$ cat src/rtl/wfd_pkg.sv
// wfd_pkg: shared types, codes and constants for the weight frame deframer
// used by wfd_parse, wfd_out_queue and weight_frame_deframer
`default_nettype none

package wfd_pkg;

  // header layout
  localparam logic [3:0] HDR_LEN   = 4'd12;
  localparam logic [3:0] MAGIC_LEN = 4'd4;
  localparam logic [3:0] SMPL_END  = 4'd8;

  // result queue geometry
  localparam int QDEPTH = 4;
  localparam int QPW    = $clog2(QDEPTH);
  localparam int QCW    = $clog2(QDEPTH + 1);

  typedef enum logic [1:0] {
    PH_MAGIC   = 2'd0,
    PH_COUNTS  = 2'd1,
    PH_PAYLOAD = 2'd2
  } phase_t;

  typedef enum logic [1:0] {
    KIND_HEADER  = 2'd0,
    KIND_ELEMENT = 2'd1,
    KIND_END     = 2'd2
  } kind_t;

  typedef enum logic [1:0] {
    ST_OK       = 2'd0,
    ST_SHORT    = 2'd1,
    ST_BADMAGIC = 2'd2,
    ST_LENGTH   = 2'd3
  } status_t;

  typedef struct packed {
    logic [7:0] data_byte;
    logic       last_byte;
  } in_item_t;

  typedef struct packed {
    logic [1:0]  result_kind;
    logic [31:0] sample_count;
    logic [31:0] element_count;
    logic [31:0] element_index;
    logic [63:0] value_bits;
    logic [1:0]  frame_status;
    logic        last_result;
  } res_item_t;

  // up to two results pushed per parsed byte
  typedef struct packed {
    logic [1:0] cnt;
    res_item_t  r0;
    res_item_t  r1;
  } push_t;

  localparam res_item_t RES_ZERO = '0;

  // expected magic byte by position
  function automatic logic [7:0] magic_byte(input logic [1:0] idx);
    logic [7:0] b;
    case (idx)
      2'd0:    b = 8'h57;
      2'd1:    b = 8'h46;
      2'd2:    b = 8'h4C;
      default: b = 8'h31;
    endcase
    return b;
  endfunction

endpackage

`default_nettype wire

$ cat src/rtl/weight_frame_deframer.sv
// weight_frame_deframer: a byte passes the input register and the result queue before
// its first result reaches out_*. throughput is one byte per cycle while the queue has room;
// a byte's two results (header or element, and end of frame) share the single queue read port.
// reset (rst_n low, synchronous) clears the parser to the magic phase and empties the queue.
// top level, depends on wfd_pkg, wfd_parse and wfd_out_queue
`default_nettype none

module weight_frame_deframer
  import wfd_pkg::*;
(
  input  wire logic      clk,
  input  wire logic      rst_n,
  input  wire logic      in_valid,
  output logic           in_stall,
  input  wire in_item_t  in_data,
  output logic           out_valid,
  input  wire logic      out_stall,
  output res_item_t      out_data
);

  push_t push;
  logic  room;

  // byte parser with input register
  wfd_parse u_parse (
    .clk      (clk),
    .rst_n    (rst_n),
    .in_valid (in_valid),
    .in_stall (in_stall),
    .in_data  (in_data),
    .room     (room),
    .push     (push)
  );

  // result queue toward the consumer
  wfd_out_queue u_queue (
    .clk       (clk),
    .rst_n     (rst_n),
    .push      (push),
    .room      (room),
    .out_valid (out_valid),
    .out_stall (out_stall),
    .out_data  (out_data)
  );

endmodule

`default_nettype wire

$ cat src/rtl/wfd_out_queue.sv
// wfd_out_queue: four-entry result queue, up to two pushes and one pop per cycle
// depends on wfd_pkg for the result and push types
`default_nettype none

module wfd_out_queue
  import wfd_pkg::*;
(
  input  wire logic      clk,
  input  wire logic      rst_n,
  input  wire push_t     push,
  output logic           room,
  output logic           out_valid,
  input  wire logic      out_stall,
  output res_item_t      out_data
);

  res_item_t        mem [QDEPTH];
  logic [QPW-1:0]   wp_r, wp_nxt;
  logic [QPW-1:0]   rp_r, rp_nxt;
  logic [QCW-1:0]   cnt_r, cnt_nxt;
  logic             pop;
  logic [QPW-1:0]   wp_plus1;

  // handshake toward the consumer
  assign out_valid = (cnt_r != '0);
  assign out_data  = mem[rp_r];
  assign pop       = out_valid && !out_stall;
  assign room      = (cnt_r <= QCW'(QDEPTH - 2));
  assign wp_plus1  = wp_r + QPW'(1);

  // pointer and fill count update
  always_comb begin
    wp_nxt  = wp_r + QPW'(push.cnt);
    rp_nxt  = pop ? rp_r + QPW'(1) : rp_r;
    cnt_nxt = cnt_r + QCW'(push.cnt) - QCW'(pop);
  end

  always_ff @(posedge clk) begin
    if (!rst_n) begin
      wp_r  <= '0;
      rp_r  <= '0;
      cnt_r <= '0;
    end else begin
      wp_r  <= wp_nxt;
      rp_r  <= rp_nxt;
      cnt_r <= cnt_nxt;
    end
  end

  // storage writes
  always_ff @(posedge clk) begin
    if (push.cnt != 2'd0) begin
      mem[wp_r] <= push.r0;
    end
    if (push.cnt == 2'd2) begin
      mem[wp_plus1] <= push.r1;
    end
  end

  a_cnt_bound: assert property (@(posedge clk) disable iff (!rst_n)
    cnt_r <= QCW'(QDEPTH))
    else $error("result queue overfilled");

  a_push_room: assert property (@(posedge clk) disable iff (!rst_n)
    (push.cnt != 2'd0) |-> room)
    else $error("push into result queue without room");

  a_hold_stalled: assert property (@(posedge clk) disable iff (!rst_n)
    (out_valid && out_stall) |=> (out_valid && $stable(out_data)))
    else $error("stalled result transaction changed");

endmodule

`default_nettype wire

$ cat src/rtl/wfd_parse.sv
// wfd_parse: input register and frame parser, yields up to two results per byte
// depends on wfd_pkg for types, codes and the magic table
`default_nettype none

module wfd_parse
  import wfd_pkg::*;
(
  input  wire logic      clk,
  input  wire logic      rst_n,
  input  wire logic      in_valid,
  output logic           in_stall,
  input  wire in_item_t  in_data,
  input  wire logic      room,
  output push_t          push
);

  logic        in_vld_r, in_vld_nxt;
  in_item_t    in_r;
  logic        accept;
  logic        consume;

  phase_t      phase_r, phase_nxt;
  logic [2:0]  bpos_r, bpos_nxt;
  logic [3:0]  hdr_cnt_r, hdr_cnt_nxt;
  logic        magic_ok_r, magic_ok_nxt;
  logic [31:0] smpl_r, smpl_nxt;
  logic [31:0] elems_r, elems_nxt;
  logic [31:0] done_r, done_nxt;
  logic [63:0] word_r, word_nxt;
  logic        overrun_r, overrun_nxt;

  res_item_t   first_res;
  logic        first_vld;
  res_item_t   end_res;
  logic [1:0]  status;

  // input register, refilled as it drains
  assign consume  = in_vld_r && room;
  assign in_stall = in_vld_r && !consume;
  assign accept   = in_valid && !in_stall;

  always_comb begin
    in_vld_nxt = in_vld_r;
    if (accept) begin
      in_vld_nxt = 1'b1;
    end else if (consume) begin
      in_vld_nxt = 1'b0;
    end
  end

  always_ff @(posedge clk) begin
    if (!rst_n) begin
      in_vld_r <= 1'b0;
    end else begin
      in_vld_r <= in_vld_nxt;
    end
  end

  always_ff @(posedge clk) begin
    if (accept) begin
      in_r <= in_data;
    end
  end

  // frame parsing for one byte
  always_comb begin
    phase_nxt    = phase_r;
    bpos_nxt     = bpos_r;
    hdr_cnt_nxt  = hdr_cnt_r;
    magic_ok_nxt = magic_ok_r;
    smpl_nxt     = smpl_r;
    elems_nxt    = elems_r;
    done_nxt     = done_r;
    word_nxt     = word_r;
    overrun_nxt  = overrun_r;
    first_res    = RES_ZERO;
    first_vld    = 1'b0;
    end_res      = RES_ZERO;
    status       = ST_OK;
    push         = '0;

    if (phase_r != PH_PAYLOAD) begin
      if (hdr_cnt_r < MAGIC_LEN) begin
        if (in_r.data_byte != magic_byte(hdr_cnt_r[1:0])) begin
          magic_ok_nxt = 1'b0;
        end
      end else if (hdr_cnt_r < SMPL_END) begin
        smpl_nxt = {smpl_r[23:0], in_r.data_byte};
      end else begin
        elems_nxt = {elems_r[23:0], in_r.data_byte};
      end
      hdr_cnt_nxt = hdr_cnt_r + 4'd1;
      phase_nxt   = (hdr_cnt_nxt >= MAGIC_LEN) ? PH_COUNTS : PH_MAGIC;
      if (hdr_cnt_nxt >= HDR_LEN) begin
        phase_nxt               = PH_PAYLOAD;
        first_vld               = 1'b1;
        first_res.result_kind   = KIND_HEADER;
        first_res.sample_count  = smpl_nxt;
        first_res.element_count = elems_nxt;
      end
    end else if (done_r >= elems_r) begin
      overrun_nxt = 1'b1;
    end else begin
      word_nxt = {word_r[55:0], in_r.data_byte};
      bpos_nxt = bpos_r + 3'd1;
      if (bpos_nxt == 3'd0) begin
        first_vld               = 1'b1;
        first_res.result_kind   = KIND_ELEMENT;
        first_res.element_index = done_r;
        first_res.value_bits    = word_nxt;
        done_nxt                = done_r + 32'd1;
        word_nxt                = '0;
      end
    end

    // end-of-frame status, in precedence order
    if (hdr_cnt_nxt < HDR_LEN) begin
      status = ST_SHORT;
    end else if (!magic_ok_nxt) begin
      status = ST_BADMAGIC;
    end else if (overrun_nxt || bpos_nxt != 3'd0 || done_nxt != elems_nxt) begin
      status = ST_LENGTH;
    end
    end_res.result_kind  = KIND_END;
    end_res.frame_status = status;
    end_res.last_result  = 1'b1;

    // assemble the transactions for the queue
    if (consume) begin
      if (first_vld) begin
        push.r0  = first_res;
        push.r1  = end_res;
        push.cnt = in_r.last_byte ? 2'd2 : 2'd1;
      end else if (in_r.last_byte) begin
        push.r0  = end_res;
        push.cnt = 2'd1;
      end
    end

    // frame done: back to reset values
    if (in_r.last_byte) begin
      phase_nxt    = PH_MAGIC;
      bpos_nxt     = '0;
      hdr_cnt_nxt  = '0;
      magic_ok_nxt = 1'b1;
      smpl_nxt     = '0;
      elems_nxt    = '0;
      done_nxt     = '0;
      word_nxt     = '0;
      overrun_nxt  = 1'b0;
    end
  end

  // parser state
  always_ff @(posedge clk) begin
    if (!rst_n) begin
      phase_r    <= PH_MAGIC;
      bpos_r     <= '0;
      hdr_cnt_r  <= '0;
      magic_ok_r <= 1'b1;
      smpl_r     <= '0;
      elems_r    <= '0;
      done_r     <= '0;
      word_r     <= '0;
      overrun_r  <= 1'b0;
    end else if (consume) begin
      phase_r    <= phase_nxt;
      bpos_r     <= bpos_nxt;
      hdr_cnt_r  <= hdr_cnt_nxt;
      magic_ok_r <= magic_ok_nxt;
      smpl_r     <= smpl_nxt;
      elems_r    <= elems_nxt;
      done_r     <= done_nxt;
      word_r     <= word_nxt;
      overrun_r  <= overrun_nxt;
    end
  end

  a_frame_reset: assert property (@(posedge clk) disable iff (!rst_n)
    (consume && in_r.last_byte) |=> (hdr_cnt_r == 4'd0 && phase_r == PH_MAGIC))
    else $error("parser state not cleared after frame end");

  a_payload_hdr: assert property (@(posedge clk) disable iff (!rst_n)
    (phase_r == PH_PAYLOAD) |-> (hdr_cnt_r == HDR_LEN))
    else $error("payload phase without full header");

  a_word_phase: assert property (@(posedge clk) disable iff (!rst_n)
    (bpos_r != 3'd0 || overrun_r) |-> (phase_r == PH_PAYLOAD))
    else $error("word gathering outside payload phase");

endmodule

`default_nettype wire

$ cat config.mk
export PLATFORM = sky130hd
export DESIGN_NAME = weight_frame_deframer
export DESIGN_NICKNAME = d
export VERILOG_FILES = /design/src/rtl/wfd_pkg.sv /design/src/rtl/weight_frame_deframer.sv /design/src/rtl/wfd_out_queue.sv /design/src/rtl/wfd_parse.sv
export SDC_FILE = /design/constraint.sdc
export NUM_CORES = 2
export LEC_CHECK = 0
export ABC_AREA = 1
export BUFFER_PORTS_ARGS = -buffer_cell sky130_fd_sc_hd__buf_2
export CAP_MARGIN = 25
export CORE_MARGIN = 3
export CORE_UTILIZATION = 39
export DETAILED_ROUTE_END_ITERATION = 8
export GPL_TIMING_DRIVEN = 0
export PLACE_DENSITY = 0.57
export SYNTH_ARGS = -nofsm -noshare
export SYNTH_HDL_FRONTEND = slang
export SYNTH_HIERARCHICAL = 1
export SYNTH_SLANG_ARGS = --single-unit
$ cat constraint.sdc
create_clock -name clk -period 46.4 [get_ports clk]
set_clock_uncertainty 0.2 [all_clocks]
set_input_delay 13.92 -clock clk [delete_from_list [all_inputs] [get_ports clk]]
set_output_delay 13.92 -clock clk [all_outputs]
set_load 0.005 [all_outputs]
==> results.py <==
metrics = {
    "synthesis": {
        "yosysTopAreaCell": "edfxtp_1",
        "synth_cells": 5329,
        "yosys.area_share.simple_pct": 17.2,
        "yosys.area_share.adder_pct": 1.37,
        "async_reset_ff_share_pct": 0,
        "syn_area_um2": 44300,
        "yosysSeqAreaShare_pct": 53.1,
        "syn_area_per_cell_um2": 8.32,
        "synthXorXnorAreaFrac_pct": 0.0790,
        "synth_compound_area_share_pct": 17.9,
        "synth.distinct_cells": 38,
        "synth.most_common_cell": "nand2_1",
        "synth_edf_count": 669,
        "synth_top_family_by_area": "compound AO/OA/AOI/OAI gates",
        "ys.flop_type": "edfxtp_1",
        "synth_common_cells": "nand2_1 (1197), edfxtp_1 (669), o21ai_0 (597), nor2_1 (584), o21ai_1 (504)",
        "synth_top_area_share_pct": 45.3,
        "netlist_top_cells_area": "edfxtp_1 (45%), nand2_1 (10%), dfxtp_1 (7.8%)",
        "ys_seq_elements": 842,
        "synth_mux_area_share_pct": 0,
        "ys_warn_count": 6,
    },
    "sta": {
        "setup-tns-final_ns": 0,
        "tightest_slew_ns": 0.950,
        "fin_ws_ns": 28.97,
        "period_needed_ns": 17.43,
        "whs_ns": 0.269,
        "maxSlewHeadroom_pct": 36.6,
        "max_freq_mhz": 57.4,
        "drv_slew": 0,
        "finalHoldViolCount": 0,
        "setup_viol": 0,
        "rsz0062_at_grt": "false",
        "period_share_pct": 37.6,
    },
    "critical_path": {
        "start_kind": "register",
        "required_ns": 32.28,
        "critPathKind": "register to primary output",
        "end_kind": "primary output",
        "worstPathArrival_ns": 3.31,
        "critical_path.max_fanout": 10,
    },
    "route": {
        "antenna_left": 0,
        "firstDrtPassIters": 7,
        "num_vias": 38500,
        "drtIter0Drc": 3908,
        "vias_per_cell": 5.23,
        "remaining_drc_errors": 0,
        "wirelength_um": 153000,
        "post_drt_wl_per_cell_um": 20.7,
    },
    "clock_tree": {
        "clock_latency_ns": 0.69,
        "ctsRootBufferMaster": "clkbuf_16",
        "cts_post_setup_buffers_inserted": 0,
        "post_cts_resized": 0,
        "clock_path_buffers": 3,
        "h-tree-depth": 3,
        "cts_tree": "built",
        "cts_made_buffers": 93,
        "path_clk_slew_ns": 0.06,
        "hold_buffers": 0,
        "clock-sinks": 842,
    },
    "placed_design": {
        "numPortBuffers": 179,
        "place_inst": 7193,
        "dpl.hpwl_um": 106000,
        "place_congestion": 0.954,
        "dp_slack_ns": 29.77,
    },
    "power_and_ir_drop": {
        "power.share.combinational_pct": 19.7,
        "sequentialPowerShare_pct": 42.4,
        "p_sw_mw": 0.592,
        "switching_share_pct": 30.0,
        "p_leak_nw": 17.1,
        "p_clk_share_pct": 37.9,
        "p_int_mw": 1.38,
        "irDropWorstVdd_v": 0.0000238,
        "power_density_nw_per_um2": 38.5,
    },
    "final_layout": {
        "post-route-util_pct": 45.5,
        "syn_to_final_growth_pct": 15.8,
        "drive_gt1_share_pct": 12.2,
        "n_fill_cell": 11000,
        "final_nets": 5849,
        "layoutNonFillerInstCount": 7366,
    },
    "global_route": {
        "grt-ovfl-total": 0,
        "grt_max_degree": 56,
        "antenna_found_initial": 7,
        "grt_use_total_pct": 25.4,
        "grt_first_pass_wirelength_um": 226000,
        "grt_pass1_vias": 36200,
    },
    "die": {
        "start_util_pct": 39.3,
        "core-area_um2": 113000,
        "fp-row-count": 123,
        "io_pins": 180,
        "fp.dieW_um": 343,
        "die_area_um2": 118000,
        "die_h_um": 343,
    },
    "worst_hold_path": {
        "hp-class": "register to register",
    },
    "status": {
        "status": "complete, no violations",
    },
    "job": {
        "cap_viol_max_count": 0,
    },
}
[layer usage]
layer	routed length [µm]	GRT usage [%]
met1	63100	34.0
met2	71000	41.6
met3	13700	4.19
met4	4940	8.81
met5	11	0
[cell type report]
| cell class | count | area, µm² | area share [%] |
|---|---|---|---|
| buffer | 518 | 2820 | 5.50 |
| inverter | 457 | 1720 | 3.34 |
| multi-input combinational | 3672 | 16900 | 32.9 |
| timing repair buffer | 204 | 1420 | 2.77 |
| antenna | 1 | 2.50 | 0.00488 |
| clock buffer | 122 | 2500 | 4.87 |
| clock inverter | 50 | 551 | 1.07 |
| tap | 1500 | 1880 | 3.66 |
| sequential | 842 | 23600 | 45.9 |
[placed cells by master (no fill, tap or decap), drive strengths merged, types with 3 or more instances in the layout]
| cell | instances |
|---|---|
| nand2 | 1202 |
| o21ai | 1101 |
| edfxtp | 669 |
| nor2 | 593 |
| buf | 560 |
| inv | 460 |
| clkbuf | 284 |
| a21oi | 180 |
| dfxtp | 173 |
| o22ai | 172 |
| conb | 161 |
| nand3 | 96 |
| a211oi | 56 |
| ha | 47 |
| clkinv | 37 |
| nand4 | 23 |
| nor3 | 17 |
| nand3b | 13 |
| bufinv | 10 |
| xor2 | 3 |
[flip-flops by register name (all words and copies together), names as in the netlist, named ones only]
name                count
u_queue/mem           660
u_parse/word_r         56
u_parse/done_r         32
u_parse/elems_r        32
u_parse/smpl_r         32
u_parse/in_r            9
u_parse/hdr_cnt_r       4
u_parse/bpos_r          3
u_queue/cnt_r           3
u_parse/phase_r         2
u_queue/rp_r            2
u_queue/wp_r            2
u_parse/in_vld_r        1
u_parse/magic_ok_r      1
u_parse/overrun_r       1
[power groups by stage]
stage / combinational (mW) / clock (mW) / sequential (mW)
floorplan: 0.207 / 0 / 0.855
global placement: 0.393 / 0 / 0.860
detailed placement: 0.388 / 0 / 0.854
CTS: 0.389 / 0.762 / 0.838
global route: 0.422 / 0.790 / 0.840
finish: 0.388 / 0.749 / 0.839
[path summary, 6_finish.rpt]
path / from / endpoint / slack, ns / depth (start not counted)
max: register / out_data[119] / 28.97 / 6
min: u_parse/smpl_r[25] / u_parse/smpl_r[25] / 0.27 / 2
max reg2reg: u_parse/elems_r[5] / u_queue/mem[3][84] / 40.43 / 26
min reg2reg: u_parse/smpl_r[25] / u_parse/smpl_r[25] / 0.27 / 2
[stage by stage]
stage               power, mW  cell area, µm²
finish                   1.98           51300
global route             2.05           51300
CTS                      1.99           51300
detailed placement       1.24           48300
global placement         1.25           47700
floorplan                1.06           44900
[cell families after synthesis]
family	count (synthesis)
AO/OA/AOI/OAI	1514
adder cells (fa/ha/maj)	48
AND/OR/NAND/NOR	1945
buffers and inverters	975
other	1
XOR/XNOR	4
flip-flops	842
[critical path: stages (launching register included)]
cell and delay, ns:
dfxtp_1 0.33, inv_1 0.10, clkbuf_1 0.66, clkbuf_1 0.64, o21ai_0 0.20, o22ai_1 0.49, buf_2 0.22
Note: power is estimated with default switching activity, not from simulation.
